--- src/med_prediction_pixel_reconstruct_assert.svh ---
// Assertion macros for the MED pixel reconstruction block.
`ifndef MED_PREDICTION_PIXEL_RECONSTRUCT_ASSERT_SVH
`define MED_PREDICTION_PIXEL_RECONSTRUCT_ASSERT_SVH

// Same-cycle implication, clocked on clk_i, off during reset.
`define MPRC_ASSERT_NOW(label, ante, cons) \
  label: assert property (@(posedge clk_i) disable iff (!rst_ni) (ante) |-> (cons)) \
    else $error("mprc assertion failed");

// Next-cycle implication, clocked on clk_i, off during reset.
`define MPRC_ASSERT_NEXT(label, ante, cons) \
  label: assert property (@(posedge clk_i) disable iff (!rst_ni) (ante) |=> (cons)) \
    else $error("mprc assertion failed");

`endif

--- src/mprc_pkg.sv ---
// Types and constants shared by the MED pixel reconstruction block.
package mprc_pkg;

  localparam int VAL_W    = 32;  // stored reconstructed value
  localparam int RES_W    = 16;  // residual
  localparam int PIX_W    = 8;   // output pixel
  localparam int WIDTH_W  = 13;  // image_width register
  localparam int HEIGHT_W = 16;  // image_height register / row counter
  localparam int CFG_IDX_W = 1;
  localparam int Q        = 1;   // residual scale shift

  localparam logic [WIDTH_W-1:0]  WIDTH_RESET  = 13'd640;
  localparam logic [HEIGHT_W-1:0] HEIGHT_RESET = 16'd480;
  localparam logic [PIX_W-1:0]    PIX_MAX      = 8'd255;

  typedef enum logic [CFG_IDX_W-1:0] {
    REG_IMAGE_WIDTH  = 1'b0,
    REG_IMAGE_HEIGHT = 1'b1
  } cfg_reg_e;

  // Position of the current pixel in the frame.
  typedef struct packed {
    logic first_row;
    logic first_col;
  } pos_t;

  // One output word.
  typedef struct packed {
    logic [PIX_W-1:0] pixel;
    logic             end_of_row;
    logic             end_of_frame;
  } result_t;

endpackage

--- src/mprc_oreg.sv ---
// Output register with skid entry so input and output stall independently.
module mprc_oreg (
  input  logic              clk_i,
  input  logic              rst_ni,
  input  logic              in_valid_i,
  output logic              in_ready_o,
  input  mprc_pkg::result_t in_data_i,
  output logic              out_valid_o,
  input  logic              out_ready_i,
  output mprc_pkg::result_t out_data_o
);

  logic              main_valid_q, main_valid_d;
  logic              skid_valid_q, skid_valid_d;
  mprc_pkg::result_t main_q, main_d;
  mprc_pkg::result_t skid_q, skid_d;
  logic              push, pop;

  assign in_ready_o  = !skid_valid_q;
  assign out_valid_o = main_valid_q;
  assign out_data_o  = main_q;
  assign push = in_valid_i && in_ready_o;
  assign pop  = main_valid_q && out_ready_i;

  always_comb begin
    main_valid_d = main_valid_q;
    skid_valid_d = skid_valid_q;
    main_d = main_q;
    skid_d = skid_q;
    if (skid_valid_q) begin
      if (pop) begin
        main_d = skid_q;
        skid_valid_d = 1'b0;
      end
    end else if (push) begin
      if (!main_valid_q || pop) begin
        main_d = in_data_i;
        main_valid_d = 1'b1;
      end else begin
        skid_d = in_data_i;
        skid_valid_d = 1'b1;
      end
    end else if (pop) begin
      main_valid_d = 1'b0;
    end
  end

  always_ff @(posedge clk_i or negedge rst_ni) begin
    if (!rst_ni) begin
      main_valid_q <= 1'b0;
      skid_valid_q <= 1'b0;
    end else begin
      main_valid_q <= main_valid_d;
      skid_valid_q <= skid_valid_d;
    end
  end

  always_ff @(posedge clk_i) begin
    main_q <= main_d;
    skid_q <= skid_d;
  end

endmodule

--- config.mk ---
export PLATFORM = sky130hd
export DESIGN_NAME = mprc_oreg
export DESIGN_NICKNAME = d
export VERILOG_FILES = /design/src/med_prediction_pixel_reconstruct_assert.svh /design/src/mprc_pkg.sv /design/src/mprc_oreg.sv
export SDC_FILE = /design/constraint.sdc
export NUM_CORES = 1
export LEC_CHECK = 0
export BUFFER_PORTS_ARGS = -buffer_cell sky130_fd_sc_hd__buf_2
export CAP_MARGIN = 20
export CORE_MARGIN = 4
export CORE_UTILIZATION = 30
export DETAILED_ROUTE_END_ITERATION = 6
export SLEW_MARGIN = 30
export SYNTH_ARGS = -nofsm -noshare
export SYNTH_HDL_FRONTEND = slang
export SYNTH_SLANG_ARGS = --single-unit
--- constraint.sdc ---
create_clock -name clk_i -period 1.7 [get_ports clk_i]
set_input_delay 0.17 -clock clk_i [delete_from_list [all_inputs] [get_ports clk_i]]
set_output_delay 0.17 -clock clk_i [all_outputs]
set_load 0.03 [all_outputs]
==> results.json <==
{
  "cts_resized": 0,
  "tns_ps": 0,
  "synth_simple_gate_area_frac": 0.0247,
  "overflow": 0,
  "powerDensity_nw_per_um2": 1680,
  "p_total_mw": 1.83,
  "avgSynthCellArea_um2": 20.0,
  "cts_tree": "yes",
  "hold_path_class": "in2reg",
  "cts_sinks": 22,
  "worst_clock_skew_ps": 3.02,
  "n_fill_cell": 269,
  "antenna_found_initial": 0,
  "yosysWarnings": 0,
  "fin_area_um2": 1090,
  "syn_area_um2": 860,
  "cp.arrival_ps": 1120,
  "finalCritPeriodShare": 0.760,
  "ant_nets": 0,
  "cellLeakagePower_nw": 0.448,
  "setup.worst_path.start": "skid_valid_q",
  "period_needed_ps": 1290,
  "synthAdderAreaFrac": 0,
  "n_antenna_cell": 0,
  "layout.nets": 92,
  "route.detailed.drc": 0,
  "syn_inst": 43,
  "cts_buffers": 3,
  "finalSetupViolations": 0,
  "synth-xor-area-share": 0,
  "synth_edf_count": 20,
  "yosysMostFrequentCell": "edfxtp_1",
  "dr_total_vias": 471,
  "tightest_slew_ps": 182,
  "ys_seq_area_frac": 0.757,
  "synth_ff_type": "edfxtp_1",
  "ys_ff_latch": 22,
  "drive_gt1_frac": 0.584,
  "numPortBuffers": 25,
  "syn2layout_area_growth_pct": 26.9,
  "start_util": 0.312,
  "critPathKind": "reg2out",
  "syn-num-nets": 57,
  "grt_max_degree": 13,
  "ios": 26,
  "dp_slack_ps": 467,
  "synthTopCellsByCount": "edfxtp_1 (20), mux2_4 (7), mux2_2 (3)",
  "die_x_um": 61.5,
  "wl_per_cell_um": 12.9,
  "layout_setup_ws_ps": 408,
  "cp-start-kind": "flop",
  "max_freq_mhz": 774,
  "muxShareOfSynthArea": 0.162,
  "track_usage": 0.0845,
  "cts.clk_slew.worst_paths_ps": 110,
  "endpoint_kind": "output port",
  "dr.pass1.iters": 4,
  "hold_violations": 0,
  "cts_max_path_buffers": 2,
  "cp_max_fo": 7,
  "synthTopCellsByArea": "edfxtp_1 (70%), mux2_4 (12%), dfrtp_1 (5.8%)",
  "min-delay-start": "in_data_i[4]",
  "clk_latency_ps": 300,
  "finalMaxSlewViolations": 0,
  "viasPerCell": 4.36,
  "synth_top_family_by_area": "multiplexers",
  "grt_pass1_vias": 483,
  "place_area_um2": 1050,
  "ir_drop_mv": 0.814,
  "synthArstFlopShare": 0.0909,
  "timing.rr.start": "skid_valid_q",
  "placed_cells": 103,
  "synth_top_area_share": 0.699,
  "totalWireLength_um": 1390,
  "maxCapViolCount": 0,
  "gp_congestion": 0.652,
  "die-height_um": 61.5,
  "root_buffer": "clkbuf_4",
  "slew_headroom": 0.877,
  "status": "finished clean",
  "final_cells": 108,
  "rsz0062_at_grt": "no",
  "htreeDepth": 1,
  "required_ps": 1530,
  "die-area_um2": 3790,
  "core.rowCount": 19,
  "grt_pass1_wl_um": 2240,
  "dp_hpwl_um": 1120,
  "synth_compound_area_frac": 0.0349,
  "synth.distinct_cells": 13,
  "core_area_um2": 2760,
  "first_iter_violations": 10,
  "yosys.area.top_type": "edfxtp_1"
}
-- power breakdown --
group	switching (mW)	leakage, nW	internal (mW)	total (mW)
clock	0.148	0.0154	0.0856	0.233
combinational	0.467	0.223	0.302	0.769
sequential	0.0466	0.210	0.785	0.831
total	0.661	0.448	1.17	1.83
-- timing repair --
action                                 CTS  global route
hold buffers                             1             0
buffers inserted                         0             0
endpoints found under the hold margin    2             0
-- cell families after synthesis --
family,Yosys count
compound gates,4
flops,22
simple gates,4
buf+inv,3
mux,10
-- sequential cells by signal, summed over array words and instances (netlist names) --
signal        cells
out_valid_o       1
skid_q           10
skid_valid_q      1
out_data_o       10
-- through the flow --
| stage | hold WS [ps] | utilization |
|---|---|---|
| after floorplan | -126 | - |
| after global placement | -40.9 | 0.382 |
| after detailed placement | -39.3 | 0.382 |
| after CTS | 36.6 | 0.396 |
| after global routing | 39.1 | 0.396 |
| final | 51.8 | 0.396 |
-- critical path, cell delays in order (launching register included) --
cell     delay (ps)
dfrtp_1         420
buf_4           180
inv_1            50
buf_2           180
-- layout make-up --
| cell class | instances | area [um^2] | share of cell area |
|---|---|---|---|
| tap | 31 | 38.8 | 0.0356 |
| multi-input combinational | 18 | 195 | 0.179 |
| clock buffer | 3 | 22.5 | 0.0206 |
| timing repair buffer | 31 | 173 | 0.158 |
| clock inverter | 1 | 3.75 | 0.00344 |
| inverter | 2 | 7.51 | 0.00688 |
| sequential | 22 | 651 | 0.596 |
-- per-layer routing --
layer,share of wire,GRT usage,vias to the layer above
li1,-,-,234
met5,0,0,-
met4,0.015,0.0636,0
met2,0.50,0.132,16
met1,0.42,0.102,219
met3,0.065,0.0168,2
-- final timing paths --
kind	endpoint	slack, ps	cells after the start
hold reg to reg	skid_valid_q	530	1
setup / recovery	in_ready_o	410	3
setup reg to reg	skid_q[7]	470	3
hold / removal	skid_q[4]	50	1
max in group asynchronous	skid_valid_q	1440	2
min in group asynchronous	out_valid_o	170	2
-- placed cells by master, fill, tap and decap left out --
| cell type | n |
|---|---|
| a2bb2oi_2 | 1 |
| buf_2 | 25 |
| mux2_2 | 3 |
| nor3_2 | 1 |
| inv_1 | 2 |
| o21ai_0 | 1 |
| clkbuf_4 | 3 |
| a21oi_1 | 2 |
| mux2_4 | 7 |
| buf_4 | 5 |
| nand2_1 | 1 |
| nand2b_1 | 1 |
| nor2b_1 | 1 |
| dlygate4sd3_1 | 1 |
| dfrtp_1 | 2 |
| clkinv_1 | 1 |
| edfxtp_1 | 20 |
No activity file was read; power rests on OpenSTA's default activity.
