===== src/med_prediction_pixel_reconstruct_assert.svh =====
// Assertion macros for the MED pixel reconstruction block.
`ifndef MED_PREDICTION_PIXEL_RECONSTRUCT_ASSERT_SVH
`define MED_PREDICTION_PIXEL_RECONSTRUCT_ASSERT_SVH

// Same-cycle implication, clocked on clk_i, off during reset.
`define MPRC_ASSERT_NOW(label, ante, cons) \
  label: assert property (@(posedge clk_i) disable iff (!rst_ni) (ante) |-> (cons)) \
    else $error("mprc assertion failed");

// Next-cycle implication, clocked on clk_i, off during reset.
`define MPRC_ASSERT_NEXT(label, ante, cons) \
  label: assert property (@(posedge clk_i) disable iff (!rst_ni) (ante) |=> (cons)) \
    else $error("mprc assertion failed");

`endif


===== src/mprc_pkg.sv =====
// Types and constants shared by the MED pixel reconstruction block.
package mprc_pkg;

  localparam int VAL_W    = 32;  // stored reconstructed value
  localparam int RES_W    = 16;  // residual
  localparam int PIX_W    = 8;   // output pixel
  localparam int WIDTH_W  = 13;  // image_width register
  localparam int HEIGHT_W = 16;  // image_height register / row counter
  localparam int CFG_IDX_W = 1;
  localparam int Q        = 1;   // residual scale shift

  localparam logic [WIDTH_W-1:0]  WIDTH_RESET  = 13'd640;
  localparam logic [HEIGHT_W-1:0] HEIGHT_RESET = 16'd480;
  localparam logic [PIX_W-1:0]    PIX_MAX      = 8'd255;

  typedef enum logic [CFG_IDX_W-1:0] {
    REG_IMAGE_WIDTH  = 1'b0,
    REG_IMAGE_HEIGHT = 1'b1
  } cfg_reg_e;

  // Position of the current pixel in the frame.
  typedef struct packed {
    logic first_row;
    logic first_col;
  } pos_t;

  // One output word.
  typedef struct packed {
    logic [PIX_W-1:0] pixel;
    logic             end_of_row;
    logic             end_of_frame;
  } result_t;

endpackage


===== src/mprc_recon.sv =====
// MED prediction, residual removal, 32-bit saturation and byte clamp.
module mprc_recon (
  input  logic signed [mprc_pkg::RES_W-1:0] residual_i,
  input  logic signed [mprc_pkg::VAL_W-1:0] left_i,
  input  logic signed [mprc_pkg::VAL_W-1:0] above_i,
  input  logic signed [mprc_pkg::VAL_W-1:0] diag_i,
  input  mprc_pkg::pos_t                    pos_i,
  output logic signed [mprc_pkg::VAL_W-1:0] value_o,
  output logic [mprc_pkg::PIX_W-1:0]        pixel_o
);

  localparam int MW = mprc_pkg::VAL_W + 2;  // med / a+b-c
  localparam int XW = mprc_pkg::VAL_W + 3;  // after subtracting 2*e

  logic signed [MW-1:0] a, b, c, med_v, lo, hi;
  logic signed [XW-1:0] e_x, e2, base, val;

  always_comb begin
    a = MW'(left_i);
    b = MW'(above_i);
    c = MW'(diag_i);
    lo = (a < b) ? a : b;
    hi = (a > b) ? a : b;
    if (c >= a && c >= b) begin
      med_v = lo;
    end else if (c <= a && c <= b) begin
      med_v = hi;
    end else begin
      med_v = a + b - c;
    end

    e_x = XW'(residual_i);
    e2  = e_x <<< mprc_pkg::Q;

    if (pos_i.first_row) begin
      base = XW'(a);
    end else if (pos_i.first_col) begin
      base = XW'(b);
    end else begin
      base = XW'(med_v);
    end

    val = (pos_i.first_row && pos_i.first_col) ? e_x : (base - e2);

    // saturate: top bits must all match the 32-bit sign bit
    if (val[XW-1:mprc_pkg::VAL_W-1] == '0 || val[XW-1:mprc_pkg::VAL_W-1] == '1) begin
      value_o = val[mprc_pkg::VAL_W-1:0];
    end else if (val[XW-1]) begin
      value_o = {1'b1, {(mprc_pkg::VAL_W-1){1'b0}}};
    end else begin
      value_o = {1'b0, {(mprc_pkg::VAL_W-1){1'b1}}};
    end

    if (value_o[mprc_pkg::VAL_W-1]) begin
      pixel_o = '0;
    end else if (|value_o[mprc_pkg::VAL_W-2:mprc_pkg::PIX_W]) begin
      pixel_o = mprc_pkg::PIX_MAX;
    end else begin
      pixel_o = value_o[mprc_pkg::PIX_W-1:0];
    end
  end

endmodule


===== config.mk =====
export PLATFORM = sky130hd
export DESIGN_NAME = mprc_recon
export DESIGN_NICKNAME = d
export VERILOG_FILES = /design/src/med_prediction_pixel_reconstruct_assert.svh /design/src/mprc_pkg.sv /design/src/mprc_recon.sv
export SDC_FILE = /design/constraint.sdc
export NUM_CORES = 1
export LEC_CHECK = 0
export ABC_AREA = 1
export BUFFER_PORTS_ARGS = -buffer_cell sky130_fd_sc_hd__buf_2
export CAP_MARGIN = 20
export CORE_UTILIZATION = 55
export DETAILED_ROUTE_END_ITERATION = 10
export PLACE_DENSITY = 0.78
export SLEW_MARGIN = 5
export SYNTH_ARGS = -nofsm -noshare
export SYNTH_HDL_FRONTEND = slang
export SYNTH_SLANG_ARGS = --single-unit

===== constraint.sdc =====
create_clock -name vclk -period 12.2
set_input_delay 2.44 -clock vclk [all_inputs]
set_output_delay 2.44 -clock vclk [all_outputs]
set_load 0.05 [all_outputs]

==> impl_metrics.tcl, run 1 <==
set metrics [dict create \
    grt_use_total_pct 37.2 \
    cp_data_arrival_time_ps 9150 \
    dominant_combinational_cell_family_by_area_after_synthesis "simple AND/OR/NAND/NOR gates" \
    slowest_delay_ps 400 \
    flow.area_growth_from_synthesis_pct 9.81 \
    post-synth-top-area-fraction_pct 20.7 \
    synth_simple_gate_area_share_pct 30.3 \
    hold_class "primary input to output port" \
    setup_viol 0 \
    worstMarginPinSlew_ps 910 \
    synth_compound_gate_area_share_pct 25.7 \
    min_clock_period_post_route_ps 11590 \
    avg_cell_area_syn_um2 5.69 \
    dpl_worst_slack_ps 719 \
    drive_gt1_share_pct 11.0 \
    die_y_um 136 \
    worstPathMaxFanout 39 \
    first_global_vias 11000 \
    post_synth_top_area_cell "sky130_fd_sc_hd__ha_1" \
    yosys_warnings 0 \
    port_buffers 154 \
    synth_nets 2041 \
    timing.critical_path.required_ps 9760 \
    grt_setup_unrepaired "false" \
    grt_remaining_overflow 0 \
    cellPowerDensity_nw_per_um2 103 \
    ctsHoldBuffers 0 \
    synth_xor_xnor_area_share_pct 3.38 \
    cpMostUsedCell "sky130_fd_sc_hd__nand2_1" \
    crit_path_top_delay_cell "sky130_fd_sc_hd__nor4_1" \
    layout.nets 2162 \
    ant_nets 0 \
    wl_mm 34.0 \
    drtIter0Drc 1179 \
    nClkBuffers 0 \
    ioPinCount 154 \
    cts_resized 0 \
    final.setup.tns_ps 0 \
    chipWidth_um 136 \
    timing.max_cap.violations 0 \
    finalCritPeriodShare_pct 95.0 \
    synth_area_leaders "sky130_fd_sc_hd__ha_1, sky130_fd_sc_hd__nand2_1, sky130_fd_sc_hd__inv_1" \
    yosys.cell_types.count 52 \
    synthCells 1731 \
    max-vdd-ir-drop_v 0.000138 \
    post_synth_fa_ha_maj_area_fraction_pct 27.4 \
    timing.setup.critical_path_class "primary input to output port" \
    initial_utilization_pct 56.6 \
    drt-vias-per-instance 5.78 \
    synthesis.area_um2 9850 \
    seq_cells 0 \
    cts.repair_timing.setup_buffer_count 0 \
    post_drt_wl_per_cell_um 16.4 \
    dieArea_um2 18400 \
    grt_first_pass_wirelength_mm 54.5 \
    synth_mux_area_share_pct 0 \
    drc 0 \
    detail_route.first_pass.iterations 8 \
    hpwl_mm 28.9 \
    whs_ps 5460 \
    multi_input_comb_area_um2 8550 \
    endpoint_kind "output port" \
    final_area_um2 10800 \
    num_vias 12000 \
    critical_path.startpoint_type "primary input" \
    synth_sequential_area_ratio_pct 0 \
    nFillCells 1801 \
    area.sequential_um2 0 \
    timing_hold_violations_final 0 \
    grt_antenna_before_repair 1 \
    max_clock_freq_mhz 86.3 \
    power_leakage_uw 0.00612 \
    placement.cell_area_um2 10800 \
    placementRows 48 \
    run_status "finished clean" \
    fin_util_pct 62.1 \
    gpl.final_weighted_congestion 1.02 \
    grt_max_degree 59 \
    core_area_um2 17400 \
    timing.final.max_slew_violations 0 \
    slew-limit-headroom_pct 39.2 \
    finalWorstSetupSlack_ps 614 \
]
path summary, 6_finish.rpt:
check	cells past startpoint	from	end	slack, ps
setup / recovery	41	above_i[13]	pixel_o[5]	610
hold / removal	6	residual_i[12]	value_o[12]	5460
per-layer routing:
metal	part of all wire, %	vias to the layer above	GRT usage, %
li1	-	5989	-
met4	2.4	0	7.68
met2	43	580	59.7
met3	9.1	58	4.36
met5	0	-	0
met1	45	5375	52.8
where the power goes:
group	leakage, uW	switching [uW]	internal, uW
Clock	0.00000000634	0	0.0000110
Sequential	0	0	0
Combinational	0.00612	775	343
Total	0.00612	775	343
stage by stage:
stage               std cells  total power, uW
finish                   2076             1120
global route             2076             1230
CTS                      2074             1100
detailed placement       2074             1090
global placement         2074             1080
floorplan                1731              834
cell usage in the layout, fill, tap and decap left out, drive strengths merged, types with 26 or more instances in the layout:
cell type and n:
nand2 474, inv 288, a21oi 172, buf 168, ha 163, o21ai 142
nor2 127, nand3 78, fa 33, o211ai 31, a22oi 26
layout make-up:
type / instances / area share (%)
multi-input combinational: 1392 / 79.0
inverter: 290 / 10.1
tap: 225 / 2.60
timing repair buffer: 168 / 8.28
antenna: 1 / 0.0231
worst max-delay path, delay by kind of cell:
kind | cells | cell delay, ps
buffers and inverters | 6 | 1020
adder cells (fa/ha/maj) | 2 | 640
AO/OA/AOI/OAI | 5 | 760
AND/OR/NAND/NOR | 28 | 4220
cells in the mapped netlist (all sizes together) (6+ instances only):
cell type  count
clkbuf        36
a31oi         13
o221ai        15
fa            33
nor3           9
o21bai         9
nand3         78
ha           163
xor2          15
o21ai        142
inv          288
o211ai        31
a22oi         26
a21o          12
xnor2         23
o21a           7
nor2         127
nand4         16
a21boi         6
a21oi        172
nand2        474
buf           13
cells by family after synthesis:
group                      Yosys count
adders and majority gates          196
and+or+nand+nor                    719
AOI/OAI and AO/OA                  439
buffers and inverters              339
xor gates and xnor gates            38
(Power assumes the default switching activity.)
==> run 2: changes to the inputs <==
==> constraint.sdc (replaced) <==
create_clock -name vclk -period 12.2
set_input_delay 1.83 -clock vclk [all_inputs]
set_output_delay 1.83 -clock vclk [all_outputs]
set_load 0.05 [all_outputs]
==> run 2 against run 1 <==
Compared with the run above: global-route usage rose by 0.16 points; routed wire length increased by 1.0%; worst setup slack gained 390 ps; via count increased by 0.92%; non-clock buffer count fell by 6; final cell count is 0.34% lower; first-iteration DRC count decreased by 15%; cell area decreased by 0.62%; critical path depth shrank 2; utilization decreased by 0.39 points; critical path type unchanged; critical endpoint is now pixel_o[2]; largest cell class unchanged; highest routed layer is now met5.
==> impl_metrics.tcl, run 2 (synthesis results as in run 1) <==
set metrics [dict create \
    run_status "finished clean" \
    crit_path_top_delay_cell "sky130_fd_sc_hd__nor4_1" \
    chipWidth_um 136 \
    timing.max_cap.violations 0 \
    min_clock_period_post_route_ps 11200 \
    gpl.final_weighted_congestion 1.02 \
    internal_power_uw 340 \
    flow.area_growth_from_synthesis_pct 9.12 \
    finalWorstSetupSlack_ps 1000 \
    dpl_worst_slack_ps 1250 \
    pwr-share-comb_pct 100.0 \
    dieArea_um2 18400 \
    worstMarginPinSlew_ps 987 \
    hpwl_mm 29.0 \
    layout.nets 2156 \
    timing.critical_path.required_ps 10370 \
    cts.repair_timing.setup_buffer_count 0 \
    placementRows 48 \
    ant_nets 0 \
    worstPathMaxFanout 25 \
    nClkBuffers 0 \
    grt_antenna_before_repair 1 \
    wl_mm 34.3 \
    initial_utilization_pct 56.6 \
    timing.setup.critical_path_class "primary input to output port" \
    layout_commonest_cell "sky130_fd_sc_hd__nand2_1" \
    grt_max_degree 59 \
    max-vdd-ir-drop_v 0.000130 \
    grt_use_total_pct 37.3 \
    ctsHoldBuffers 0 \
    setup_viol 0 \
    slew-limit-headroom_pct 33.6 \
    hold_class "primary input to output port" \
    seq_cells 0 \
    cts_resized 0 \
    post_drt_wl_per_cell_um 16.6 \
    die_y_um 136 \
    first_global_vias 11000 \
    port_buffers 154 \
    grt_setup_unrepaired "false" \
    num_vias 12100 \
    max_clock_freq_mhz 89.3 \
    drt-vias-per-instance 5.85 \
    area.sequential_um2 0 \
    slowest_delay_ps 790 \
    cp_data_arrival_time_ps 9370 \
    critical_path.startpoint_type "primary input" \
    grt_remaining_overflow 0 \
    power.sequential.fraction_pct 0 \
    switching_share_pct 69.5 \
    ioPinCount 154 \
    cpMostUsedCell "sky130_fd_sc_hd__nand2_1" \
    drive_gt1_share_pct 10.7 \
    final.setup.tns_ps 0 \
    core_area_um2 17400 \
    finalCritPeriodShare_pct 91.8 \
    clockPowerShare_pct 0 \
    cellPowerDensity_nw_per_um2 103 \
    grt_first_pass_wirelength_mm 54.5 \
    drtIter0Drc 1000 \
    drc 0 \
    detail_route.first_pass.iterations 8 \
    mostFrequentLayoutCells "sky130_fd_sc_hd__nand2_1, sky130_fd_sc_hd__inv_1, sky130_fd_sc_hd__a21oi_1" \
    power.net_switching_uw 773 \
    power_leakage_uw 0.00608 \
    whs_ps 4240 \
    endpoint_kind "output port" \
    antenna_cells 0 \
    timing_hold_violations_final 0 \
    timing.final.max_slew_violations 0 \
]
run 2: cell types whose count changed in the layout (fill, tap and decap cells not counted), sizes merged:
cell	delta
buf	-6
diode	-1
run 2: routing by layer:
| layer | GRT usage [%] | share of wire, % | up-vias |
|---|---|---|---|
| met4 | 11.5 | 3.6 | 2 |
| met2 | 62.0 | 45 | 563 |
| li1 | - | - | 5977 |
| met3 | 4.44 | 8.7 | 95 |
| met5 | 0 | 0.038 | - |
| met1 | 50.0 | 43 | 5476 |
run 2: layout make-up:
class | count | area (um2)
Multi-Input combinational cell | 1392 | 8550
Tap cell | 225 | 282
Fill cell | 1806 | 6670
Timing Repair Buffer | 162 | 831
Inverter | 290 | 1090
run 2: final timing paths:
kind,from,end,slack [ps],cells after the start
setup / recovery,left_i[31],pixel_o[2],1000,39
hold / removal,residual_i[12],value_o[12],4240,6
run 2: power groups by stage:
stage               registers, uW  logic, uW  clock network (uW)
finish                          0       1110                   0
global route                    0       1230                   0
CTS                             0       1100                   0
detailed placement              0       1090                   0
global placement                0       1080                   0
floorplan                       0        834                   0
run 2: worst max-delay path, delay by kind of cell:
family / cells / cell delay, ps
fa+ha+maj: 3 / 970
compound gates: 4 / 510
simple gates: 26 / 4670
buf+inv: 6 / 1370
run 2: per-stage QoR:
step                instances  area (um2)  total power, uW  utilization, %
finish                   2069       10700             1110            61.7
detailed placement       2069       10700             1090            61.7
global route             2069       10700             1230            61.7
floorplan                1731        9850              834               -
CTS                      2069       10700             1100            61.7
global placement         2069       10700             1080            61.7
